==> src/rtl/bptc_pkg.sv <==
// Package for the barometric compensation block: payload words, coefficient set,
// register indexes and the word passed from the temperature path to the pressure path.
// Depends on nothing; used by every module in rtl.
package bptc_pkg;

  localparam int unsigned NumCoeffs = 6;
  localparam int unsigned CfgIdxW   = 3;
  localparam int unsigned CfgDataW  = 16;
  localparam int unsigned Latency   = 13;

  localparam logic [CfgIdxW-1:0] RegSensCoeff       = 3'd0;
  localparam logic [CfgIdxW-1:0] RegOffsetCoeff     = 3'd1;
  localparam logic [CfgIdxW-1:0] RegSensTempCoeff   = 3'd2;
  localparam logic [CfgIdxW-1:0] RegOffsetTempCoeff = 3'd3;
  localparam logic [CfgIdxW-1:0] RegRefTempCoeff    = 3'd4;
  localparam logic [CfgIdxW-1:0] RegTempSlopeCoeff  = 3'd5;

  localparam int unsigned OffW  = 42;
  localparam int unsigned SensW = 42;

  typedef struct packed {
    logic [23:0] raw_pressure;
    logic [23:0] raw_temperature;
  } in_t;

  typedef struct packed {
    logic signed [31:0] pressure_pascal;
    logic signed [19:0] temperature_centi;
    logic               coefficients_invalid;
  } out_t;

  typedef struct packed {
    logic [15:0] sens_coeff;
    logic [15:0] offset_coeff;
    logic [15:0] sens_temp_coeff;
    logic [15:0] offset_temp_coeff;
    logic [15:0] ref_temp_coeff;
    logic [15:0] temp_slope_coeff;
    logic        invalid;
  } coeff_t;

  typedef struct packed {
    logic                    valid;
    logic [23:0]             raw_pressure;
    logic signed [OffW-1:0]  off;
    logic signed [SensW-1:0] sens;
    logic signed [19:0]      temp;
    logic                    invalid;
  } comp_t;

endpackage

==> src/rtl/bptc_press_path.sv <==
// Five-stage pipeline: split product of raw pressure and sensitivity, the two
// truncating scalings and the offset, ending in the result register. Depends on bptc_pkg.
module bptc_press_path (
  input  logic             clk_i,
  input  logic             rst_ni,
  input  bptc_pkg::comp_t  comp_i,
  output logic             strobe_o,
  output bptc_pkg::out_t   res_o
);

  logic [4:0] vld_q;

  logic [44:0]                      pl_q;
  logic signed [45:0]               ph_q;
  logic signed [bptc_pkg::OffW-1:0] off_1_q, off_2_q, off_3_q;
  logic signed [19:0]               temp_1_q, temp_2_q, temp_3_q, temp_4_q;
  logic                             inv_1_q, inv_2_q, inv_3_q, inv_4_q;
  logic signed [66:0]               prod_q, prod_b;
  logic signed [45:0]               x_q;
  logic signed [46:0]               y_q, y_b;
  bptc_pkg::out_t                   res_q;

  always_ff @(posedge clk_i or negedge rst_ni) begin
    if (!rst_ni) begin
      vld_q <= '0;
    end else begin
      vld_q <= {vld_q[3:0], comp_i.valid};
    end
  end

  always_comb begin
    prod_b = prod_q + $signed({46'b0, {21{prod_q[66]}}});
    y_b    = y_q + $signed({32'b0, {15{y_q[46]}}});
  end

  always_ff @(posedge clk_i) begin
    pl_q     <= comp_i.raw_pressure * comp_i.sens[20:0];
    ph_q     <= $signed({1'b0, comp_i.raw_pressure}) * $signed(comp_i.sens[41:21]);
    off_1_q  <= comp_i.off;
    temp_1_q <= comp_i.temp;
    inv_1_q  <= comp_i.invalid;

    prod_q   <= $signed({ph_q, 21'b0}) + $signed({22'b0, pl_q});
    off_2_q  <= off_1_q;
    temp_2_q <= temp_1_q;
    inv_2_q  <= inv_1_q;

    x_q      <= prod_b[66:21];
    off_3_q  <= off_2_q;
    temp_3_q <= temp_2_q;
    inv_3_q  <= inv_2_q;

    y_q      <= {x_q[45], x_q} - {{5{off_3_q[41]}}, off_3_q};
    temp_4_q <= temp_3_q;
    inv_4_q  <= inv_3_q;

    res_q.pressure_pascal      <= y_b[46:15];
    res_q.temperature_centi    <= temp_4_q;
    res_q.coefficients_invalid <= inv_4_q;
  end

  assign strobe_o = vld_q[4];
  assign res_o    = res_q;

endmodule

==> config.mk <==
export PLATFORM = sky130hd
export DESIGN_NAME = bptc_press_path
export DESIGN_NICKNAME = d
export VERILOG_FILES = /design/src/rtl/bptc_pkg.sv /design/src/rtl/bptc_press_path.sv
export SDC_FILE = /design/constraint.sdc
export NUM_CORES = 2
export LEC_CHECK = 0
export BUFFER_PORTS_ARGS = -buffer_cell sky130_fd_sc_hd__buf_4
export CELL_PAD_IN_SITES_DETAIL_PLACEMENT = 0
export CELL_PAD_IN_SITES_GLOBAL_PLACEMENT = 1
export CORE_ASPECT_RATIO = 1.75
export CORE_MARGIN = 5
export CORE_UTILIZATION = 45
export DETAILED_ROUTE_END_ITERATION = 10
export PLACE_DENSITY = 0.81
export SLEW_MARGIN = 10
export SYNTH_ARGS = -nofsm -noshare
export SYNTH_HDL_FRONTEND = slang
export SYNTH_SLANG_ARGS = --single-unit
==> constraint.sdc <==
create_clock -name clk_i -period 3 [get_ports clk_i]
set_input_delay 0.15 -clock clk_i [delete_from_list [all_inputs] [get_ports clk_i]]
set_output_delay 0.15 -clock clk_i [all_outputs]
set_load 0.02 [all_outputs]
==> reports/qor.txt <==
final cycle utilization of the critical path: 190%
Reg2Reg Depth: 12
synthesized area: 50600 sq um
hold_sp: comp_i[21]
detailed-route via count: 38000
min Tclk post-route: 5.70 ns
Pre-Repair DR Iteration Count: 6
Synth area leaders: fa_1 (33%), dfxtp_1 (20%), ha_1 (11%)
CTS tree: built
Cell Rows: 162
Yosys cell types: 87
CTS Buf Count: 45
GR Util met3: 2.25%
GRT busiest layer: met2
Hold Fails Final Rpt: 0
nets@finish: 7492
Main synth FF type: dfxtp_1
remaining antenna violation count after routing: 0
Critical Path Sink Type: register
worst hold endpoint: pl_q[0]
Initial Utilization: 45.4%
Worst-path clk slew: 0.06 ns
crit path kind: input pin to register
PortBufs: 185
Die Y: 453 um
Max-slew headroom: 61.1%
Worst Hold Class: input pin to register
status: finished, violations left
clock latency at the later pin of the worst-skew pair: 0.59 ns
max-capacitance violation count: 0
Reg2Reg Capture Point: y_q[43]
critical path arrival: 6.20 ns
H-tree levels: 2
WL/cell: 18.1 um
setup violators final: 79
Syn Nets: 6755
crit-path max FO: 8
DIE WIDTH: 263 um
layout cells sized above 1: 23.2%
GRT Residual Overflow: 0
Async S/R FF share, synth: 0.963%
RD Place Congestion: 0.895
Longest Clk Path Bufs: 3
RSZ-0062 raised after global routing: yes
final hold slack: 0.136 ns
Slew Limit Fails: 0
first-pass GRT wire length: 219000 um
setup_tns: -168.98 ns
Slew @ Worst Pin: 0.583 ns
largest area contributor in the netlist: fa_1
P&R area growth vs syn: 26.9%
share of the yosys chip area belonging to registers: 20.6%
DP Cell Count: 7355
Final Core Density: 57.5%
FMAX: 175 MHz
vias in the first global route: 42000
Yosys reg bits: 519
largest net degree at the start of global routing: 25
# clock sinks: 519
Post-synth EDFFs: 0
met2 Track Usage GR: 44.3%
worst r2r src: off_3_q[1]
WHS Path Cells: 3
average cell area after synthesis: 9.45 sq um
Critical Path RT: 3.50 ns
Core ar.: 111000 sq um
Clock Skew: 0.0180 ns
Yosys top cell area share: 33.0%
initial antenna violation count: 1
startpoint types: input pin
failing checks: setup timing
met1 track utilization from global routing: 24.4%
Cells after Synth: 5348
1st-iter DRT viols: 1678
Routed WL: 138000 um
IO Count: 186
Fill cells: 9702
Die Area: 119000 sq um
Tot GR Track Use: 22.8%
Synth Warn #: 0
Register-to-Register Setup Slack: 0.10 ns
worst setup margin: -2.70 ns
# DRC: 0
final cell count without fillers: 7599
root buffer cell: clkbuf_16
post-DR vias/cell: 5.00
dpl hpwl: 110000 um
[sequential cells by signal (all words and copies together), names as in the netlist, 42 cells and up]
register / flops
x_q: 46
ph_q: 46
pl_q: 45
prod_q: 67
y_q: 47
off_2_q: 42
res_o: 53
off_3_q: 42
off_1_q: 42
[synth_stat cells, types with 5 or more instances]
| master | count |
|---|---|
| clkbuf_1 | 224 |
| nor3_1 | 16 |
| nor2_1 | 104 |
| xnor2_1 | 177 |
| and4_1 | 7 |
| and2_1 | 474 |
| fa_1 | 833 |
| xor2_1 | 65 |
| o22ai_1 | 5 |
| o21bai_1 | 20 |
| a21oi_1 | 173 |
| and3_1 | 38 |
| nand2_1 | 651 |
| a21o_1 | 99 |
| ha_1 | 442 |
| o211ai_1 | 15 |
| a211oi_1 | 13 |
| dfxtp_1 | 514 |
| dfrtp_1 | 5 |
| a21boi_0 | 9 |
| or3_1 | 6 |
| nand3_1 | 58 |
| a31oi_1 | 16 |
| o21ai_0 | 84 |
| o21ai_1 | 11 |
| nand4_1 | 53 |
| nor4_1 | 8 |
| o21a_1 | 24 |
| nor2b_1 | 42 |
| nand2b_1 | 25 |
| inv_1 | 1045 |
| o2111ai_1 | 5 |
[per-layer routing]
layer,part of all wire [%],vias up
met5,0,-
met1,35,18900
met4,6.9,0
li1,-,17800
met2,54,936
met3,3.9,354
[metrics by stage]
step	setup WS, ns	cell area [sq um]
after floorplan	-2.92	52500
after global placement	-3.48	58600
after detailed placement	-3.50	58600
after CTS	-2.66	62900
after global routing	-2.86	64100
final	-2.70	64100
[what timing repair did]
action | in CTS | in global routing
cloned | 8 | 3
gates resized for setup | 302 | 224
hold buffers | 67 | 0
pin swaps | 138 | 174
buffers inserted | 46 | 45
endpoints found under the hold margin | 70 | 0
setup endpoints to repair | 98 | 118
[worst max path at each step]
stage,start,endpoint,slack [ns]
after CTS,comp_i[112],ph_q[42],-2.66
after global placement,comp_i[118],ph_q[44],-3.48
after global routing,comp_i[115],pl_q[44],-2.86
after detailed placement,comp_i[118],ph_q[44],-3.50
final,comp_i[115],pl_q[44],-2.70
after floorplan,comp_i[118],ph_q[44],-2.92
[cell families (layout without fill, tap and decap cells)]
group	Yosys count	count (layout)	synth area share [%]
other	0	1	0
AND/OR/NAND/NOR	1500	1500	14.8
multiplexers	1	1	0.0223
flip-flops	519	519	20.6
buffers and inverters	1278	2052	9.51
XOR/XNOR	242	242	4.19
AO/OA/AOI/OAI	533	533	6.99
adder cells (fa/ha/maj)	1275	1275	43.9
[area by class of cell]
class | instances | area (sq um) | share of cell area, %
Multi-Input combinational cell | 3551 | 37700 | 58.8
Sequential cell | 519 | 10400 | 16.2
Timing Repair Buffer | 922 | 8550 | 13.3
Inverter | 1046 | 3930 | 6.12
Tap cell | 1476 | 1850 | 2.88
Clock buffer | 55 | 1270 | 1.97
Clock inverter | 29 | 395 | 0.616
Antenna cell | 1 | 2.50 | 0.00390
[critical path, cell delays in order]
cell	delay, ns
buf_12	0.12
buf_12	0.14
and2_4	0.14
fa_1	0.55
inv_2	0.05
fa_1	0.56
inv_1	0.06
fa_1	0.46
fa_1	0.52
fa_1	0.43
fa_1	0.51
inv_2	0.04
fa_1	0.57
inv_2	0.06
ha_4	0.21
a21o_1	0.18
a211oi_4	0.25
o21ai_2	0.11
o21ai_4	0.21
o211ai_1	0.15
or3_1	0.40
a31oi_2	0.15
xnor2_1	0.15
[layout by cell type (no fill, tap or decap), types with 22 or more instances in the layout]
cell type      count
nand3_1           54
xor2_1            61
ha_4              60
nand4_1           53
and3_1            37
dlygate4sd3_1     67
inv_2             62
o21ai_2           26
nor2b_1           37
buf_6             86
dfxtp_1          513
clkbuf_16         50
and2_4            74
buf_12            51
buf_4            684
fa_1             780
nand2b_1          25
o21ai_0           42
a21o_1            99
nand2_1          617
a21oi_1          124
fa_2              53
and2_1           399
o21a_1            22
xnor2_1          164
a21oi_2           32
inv_1            984
nor2_1            92
ha_1             380
Power is not shown: default switching activity piles up to over one toggle a cycle in this logic, so the estimate is an artifact.
