## src/rtl/bptc_pkg.sv

```systemverilog
// Package for the barometric compensation block: payload words, coefficient set,
// register indexes and the word passed from the temperature path to the pressure path.
// Depends on nothing; used by every module in rtl.
package bptc_pkg;

  localparam int unsigned NumCoeffs = 6;
  localparam int unsigned CfgIdxW   = 3;
  localparam int unsigned CfgDataW  = 16;
  localparam int unsigned Latency   = 13;

  localparam logic [CfgIdxW-1:0] RegSensCoeff       = 3'd0;
  localparam logic [CfgIdxW-1:0] RegOffsetCoeff     = 3'd1;
  localparam logic [CfgIdxW-1:0] RegSensTempCoeff   = 3'd2;
  localparam logic [CfgIdxW-1:0] RegOffsetTempCoeff = 3'd3;
  localparam logic [CfgIdxW-1:0] RegRefTempCoeff    = 3'd4;
  localparam logic [CfgIdxW-1:0] RegTempSlopeCoeff  = 3'd5;

  localparam int unsigned OffW  = 42;
  localparam int unsigned SensW = 42;

  typedef struct packed {
    logic [23:0] raw_pressure;
    logic [23:0] raw_temperature;
  } in_t;

  typedef struct packed {
    logic signed [31:0] pressure_pascal;
    logic signed [19:0] temperature_centi;
    logic               coefficients_invalid;
  } out_t;

  typedef struct packed {
    logic [15:0] sens_coeff;
    logic [15:0] offset_coeff;
    logic [15:0] sens_temp_coeff;
    logic [15:0] offset_temp_coeff;
    logic [15:0] ref_temp_coeff;
    logic [15:0] temp_slope_coeff;
    logic        invalid;
  } coeff_t;

  typedef struct packed {
    logic                    valid;
    logic [23:0]             raw_pressure;
    logic signed [OffW-1:0]  off;
    logic signed [SensW-1:0] sens;
    logic signed [19:0]      temp;
    logic                    invalid;
  } comp_t;

endpackage

```

## src/rtl/bptc_coeff_regs.sv

```systemverilog
// Calibration coefficient registers with the write port and the invalid flag.
// Depends on bptc_pkg.
module bptc_coeff_regs (
  input  logic                           clk_i,
  input  logic                           rst_ni,
  input  logic                           cfg_we_i,
  input  logic [bptc_pkg::CfgIdxW-1:0]   cfg_idx_i,
  input  logic [bptc_pkg::CfgDataW-1:0]  cfg_wdata_i,
  output bptc_pkg::coeff_t               coef_o
);

  logic [15:0] c1_q, c2_q, c3_q, c4_q, c5_q, c6_q;
  logic        bad;

  always_ff @(posedge clk_i or negedge rst_ni) begin
    if (!rst_ni) begin
      c1_q <= '0;
      c2_q <= '0;
      c3_q <= '0;
      c4_q <= '0;
      c5_q <= '0;
      c6_q <= '0;
    end else if (cfg_we_i) begin
      unique case (cfg_idx_i)
        bptc_pkg::RegSensCoeff:       c1_q <= cfg_wdata_i;
        bptc_pkg::RegOffsetCoeff:     c2_q <= cfg_wdata_i;
        bptc_pkg::RegSensTempCoeff:   c3_q <= cfg_wdata_i;
        bptc_pkg::RegOffsetTempCoeff: c4_q <= cfg_wdata_i;
        bptc_pkg::RegRefTempCoeff:    c5_q <= cfg_wdata_i;
        bptc_pkg::RegTempSlopeCoeff:  c6_q <= cfg_wdata_i;
        default: ;
      endcase
    end
  end

  always_comb begin
    bad = (c1_q == 16'h0000) || (c1_q == 16'hFFFF) ||
          (c2_q == 16'h0000) || (c2_q == 16'hFFFF) ||
          (c3_q == 16'h0000) || (c3_q == 16'hFFFF) ||
          (c4_q == 16'h0000) || (c4_q == 16'hFFFF) ||
          (c5_q == 16'h0000) || (c5_q == 16'hFFFF) ||
          (c6_q == 16'h0000) || (c6_q == 16'hFFFF);
  end

  assign coef_o.sens_coeff        = c1_q;
  assign coef_o.offset_coeff      = c2_q;
  assign coef_o.sens_temp_coeff   = c3_q;
  assign coef_o.offset_temp_coeff = c4_q;
  assign coef_o.ref_temp_coeff    = c5_q;
  assign coef_o.temp_slope_coeff  = c6_q;
  assign coef_o.invalid           = bad;

  a_write_c5: assert property (@(posedge clk_i) disable iff (!rst_ni)
    cfg_we_i && cfg_idx_i == bptc_pkg::RegRefTempCoeff |=> c5_q == $past(cfg_wdata_i))
    else $error("reference temperature write lost");

endmodule

```

## config.mk

```make
export PLATFORM = sky130hd
export DESIGN_NAME = bptc_coeff_regs
export DESIGN_NICKNAME = d
export VERILOG_FILES = /design/src/rtl/bptc_pkg.sv /design/src/rtl/bptc_coeff_regs.sv
export SDC_FILE = /design/constraint.sdc
export NUM_CORES = 1
export LEC_CHECK = 0
export BUFFER_PORTS_ARGS = -buffer_cell sky130_fd_sc_hd__buf_2
export CAP_MARGIN = 20
export CORE_AREA = 3 3 137 73
export DETAILED_ROUTE_END_ITERATION = 8
export DIE_AREA = 0 0 140 76
export GPL_TIMING_DRIVEN = 1
export PLACE_DENSITY_LB_ADDON = 0.25
export RECOVER_POWER = 50
export SLEW_MARGIN = 40
export SYNTH_ARGS = -nofsm -noshare
export SYNTH_HDL_FRONTEND = slang
export SYNTH_SLANG_ARGS = --single-unit
```

## constraint.sdc

```tcl
create_clock -name clk_i -period 1.25 [get_ports clk_i]
set_input_delay 0 -clock clk_i [delete_from_list [all_inputs] [get_ports clk_i]]
set_output_delay 0 -clock clk_i [all_outputs]
set_load 0.005 [all_outputs]
```

==> results.tsv <==
metric	value	unit
Die Wd	140	µm
outcome	finished with violations	
area delta synth->final	47.8	%
total of max-cap violations	0	
maximum number of buffers from clock root to sink	2	
count of flip-flops with a built-in enable after synthesis	0	
starting density of the core	46.6	%
Port Buffers	118	
failing checks	hold timing, setup timing	
fraction of registers with async set or reset after synthesis	100	%
antenna cells	0	
Wirelength per Cell	20.1	µm
gr ovfl total	0	
cell count after synthesis	275	
achievable frequency	0.546	GHz
max-slew violation count	0	
mapped cell area	4060	µm²
mean post-synth cell area	14.8	µm²
final core utilization	68.9	%
number of cells on the worst reg-to-reg path	3	
total area of sequential cells	2400	µm²
category of the critical setup timing path	flop to primary output	
I/O pin cnt	119	
DRT antenna net count	0	
Post-synth top cells	sky130_fd_sc_hd__dfrtp_1 (96), sky130_fd_sc_hd__mux2_2 (96), sky130_fd_sc_hd__nand4_1 (33)	
number of filler cells placed in the layout	644	
Finished Cell Area	6000	µm²
overall die area	10600	µm²
global-route wire length before repair	20.0	mm
fraction of post-synthesis cell area in the top cell type by area	59.2	%
Hold Fails Final Rpt	1	
CTS buffer count	9	
worst hold margin	-0.00215	ns
category of the worst setup path capture point	primary output	
core footprint	8710	µm²
Row Count	24	
clock tree root driver cell	sky130_fd_sc_hd__clkbuf_16	
power density over the cells	1720	nW/µm²
TNS Setup	-0.580	ns
transition time of the tightest slew-check pin	0.781	ns
Slew HR	47.9	%
post-synth cell types	18	
final layout net count	538	
worst endpoint data arrival time	1.83	ns
count of H-tree levels built during CTS	3	
instance area at placement	5560	µm²
Synth area leader	sky130_fd_sc_hd__dfrtp_1	
min setup slack post-route	-0.580	ns
Startpoint Class	flop	
first-pass iteration count of the detailed router	4	
CTS tree	built	
total DRC errors in the routed layout	0	
largest fanout on the critical path	3	
Final period util	146	%
Synth Flop Type	sky130_fd_sc_hd__dfrtp_1	
sequential cell area fraction in the yosys report	59.2	%
Worst VDD drop	0.000814	V
later-pin clock latency in the skew report	0.34	ns
warning count from the yosys run	0	
vias in the first global route	3645	
Final Routed Wirelength	12.8	mm
number of design-rule violations left by the first detailed-router iteration	255	
multi-input logic area	1640	µm²
clock skew	0	ns
Register-to-Register Setup Slack	0.20	ns
clock transition time at the flip-flop clock pins of the worst setup and hold paths	0.06	ns
total number of vias	3481	
net count of the mapped netlist	297	
Clock Sink Count	96	
height of the die	76	µm
register bit count reported by yosys	96	
leak pwr	2.83	nW
Final min period	1.83	ns
pin count of the biggest net entering global routing	85	
Synth area leaders	sky130_fd_sc_hd__dfrtp_1 (59%), sky130_fd_sc_hd__mux2_2 (27%), sky130_fd_sc_hd__nand4_1 (5.1%), sky130_fd_sc_hd__nor4_1 (3.7%), sky130_fd_sc_hd__or4_1 (1.1%)	
Total Power	10.3	mW
last weighted congestion value of the routability-driven placer	0.897	
sum of net half-perimeters after detailed placement	9.33	mm
instance count along the most critical hold path	2	
unrepaired setup endpoints after global routing	yes	
total track usage	24.3	%
Final setup violation count	1	
initial antenna violation count	0	
via density per instance	5.46	
type of the tightest min-delay check	input pin to flop	
Critical Path RT	1.25	ns
fraction of final layout cells with drive strength greater than 1	66.0	%
[routing by layer]
layer | up-vias | routed length, µm | GRT usage, %
li1 | 1547 | - | -
met1 | 1792 | 5340 | 32.0
met2 | 124 | 6250 | 39.6
met3 | 18 | 1060 | 7.96
met4 | 0 | 175 | 5.13
met5 | - | 0 | 0
[sequential cells by signal (all words and copies together), names as in the netlist]
signal / count
c1_q: 16
c2_q: 16
c3_q: 16
c4_q: 16
c6_q: 16
c5_q: 16
[final timing paths]
kind	startpoint	endpoint
min in group asynchronous	rst_ni	c4_q[1]$_DFFE_PN0P_
max in group asynchronous	rst_ni	c4_q[8]$_DFFE_PN0P_
worst min-delay path	cfg_wdata_i[5]	c1_q[5]$_DFFE_PN0P_
worst max-delay path	c6_q[7]$_DFFE_PN0P_	coef_o[0]
worst min register to register	c4_q[6]$_DFFE_PN0P_	c4_q[6]$_DFFE_PN0P_
worst max register to register	c3_q[2]$_DFFE_PN0P_	c3_q[2]$_DFFE_PN0P_
[worst max-delay path, cell delays in order, from the launching register on]
cell and delay (ns):
sky130_fd_sc_hd__dfrtp_1 0.42, sky130_fd_sc_hd__nor4_4 0.32, sky130_fd_sc_hd__buf_4 0.16, sky130_fd_sc_hd__nand4_1 0.16, sky130_fd_sc_hd__nand4_1 0.18, sky130_fd_sc_hd__or3_1 0.13
sky130_fd_sc_hd__buf_2 0.11
[kinds of logic after synthesis]
| group | count (synthesis) | synth area share (%) |
|---|---|---|
| mux | 96 | 26.6 |
| simple gates | 73 | 12.4 |
| buf+inv | 10 | 1.79 |
| flops | 96 | 59.2 |
[power by group]
group          total (mW)  internal, mW  switching, mW
clock network        2.62          1.50           1.12
logic                3.24          1.97           1.27
registers            4.44          3.80          0.642
total                10.3          7.27           3.03
[final cells by class]
cell class / instances / share of cell area [%]
clock inverters: 3 / 0.250
flip-flops and latches: 96 / 40.1
clock buffers: 13 / 4.50
multi-input cells: 169 / 27.3
repair buffers: 240 / 25.5
well taps: 117 / 2.44
[what timing repair did]
item | in CTS | in global routing
hold endpoints to repair | 130 | 0
pin swaps | 7 | 5
hold buffers | 8 | 0
resized for setup | 7 | 7
endpoints found under the setup margin | 1 | 1
buffers inserted | 8 | 5
[metrics by stage]
| step | instances | worst slack (ns) |
|---|---|---|
| after floorplan | 275 | 0.00752 |
| after global placement | 601 | -0.223 |
| after detailed placement | 601 | -0.224 |
| after CTS | 633 | -0.533 |
| after global routing | 638 | -0.604 |
| final | 638 | -0.580 |
[placed cells by master (no fill, tap or decap)]
master | netlist | routed
sky130_fd_sc_hd__nor3_4 | 1 | 1
sky130_fd_sc_hd__buf_2 | 3 | 113
sky130_fd_sc_hd__clkbuf_2 | 1 | 2
sky130_fd_sc_hd__dfrtp_2 | 0 | 2
sky130_fd_sc_hd__nor4_4 | 0 | 4
sky130_fd_sc_hd__nor3b_1 | 0 | 1
sky130_fd_sc_hd__dfrtp_1 | 96 | 94
sky130_fd_sc_hd__or4_1 | 6 | 6
sky130_fd_sc_hd__and3b_1 | 1 | 1
sky130_fd_sc_hd__dlygate4sd3_1 | 0 | 8
sky130_fd_sc_hd__clkbuf_1 | 0 | 11
sky130_fd_sc_hd__buf_4 | 4 | 98
sky130_fd_sc_hd__nor2_1 | 0 | 1
sky130_fd_sc_hd__buf_12 | 0 | 2
sky130_fd_sc_hd__buf_6 | 2 | 2
sky130_fd_sc_hd__or3_1 | 1 | 1
sky130_fd_sc_hd__clkbuf_16 | 0 | 9
sky130_fd_sc_hd__nand2_1 | 2 | 2
sky130_fd_sc_hd__nand3_2 | 1 | 1
sky130_fd_sc_hd__clkinv_2 | 0 | 3
sky130_fd_sc_hd__clkbuf_4 | 0 | 5
sky130_fd_sc_hd__nor2b_1 | 0 | 1
sky130_fd_sc_hd__nor4_2 | 0 | 2
sky130_fd_sc_hd__mux2_2 | 96 | 96
sky130_fd_sc_hd__nand4b_2 | 1 | 1
sky130_fd_sc_hd__nor4_1 | 24 | 18
sky130_fd_sc_hd__clkbuf_8 | 0 | 3
sky130_fd_sc_hd__nand4_1 | 33 | 33
No activity file was read; power rests on OpenSTA's default activity.
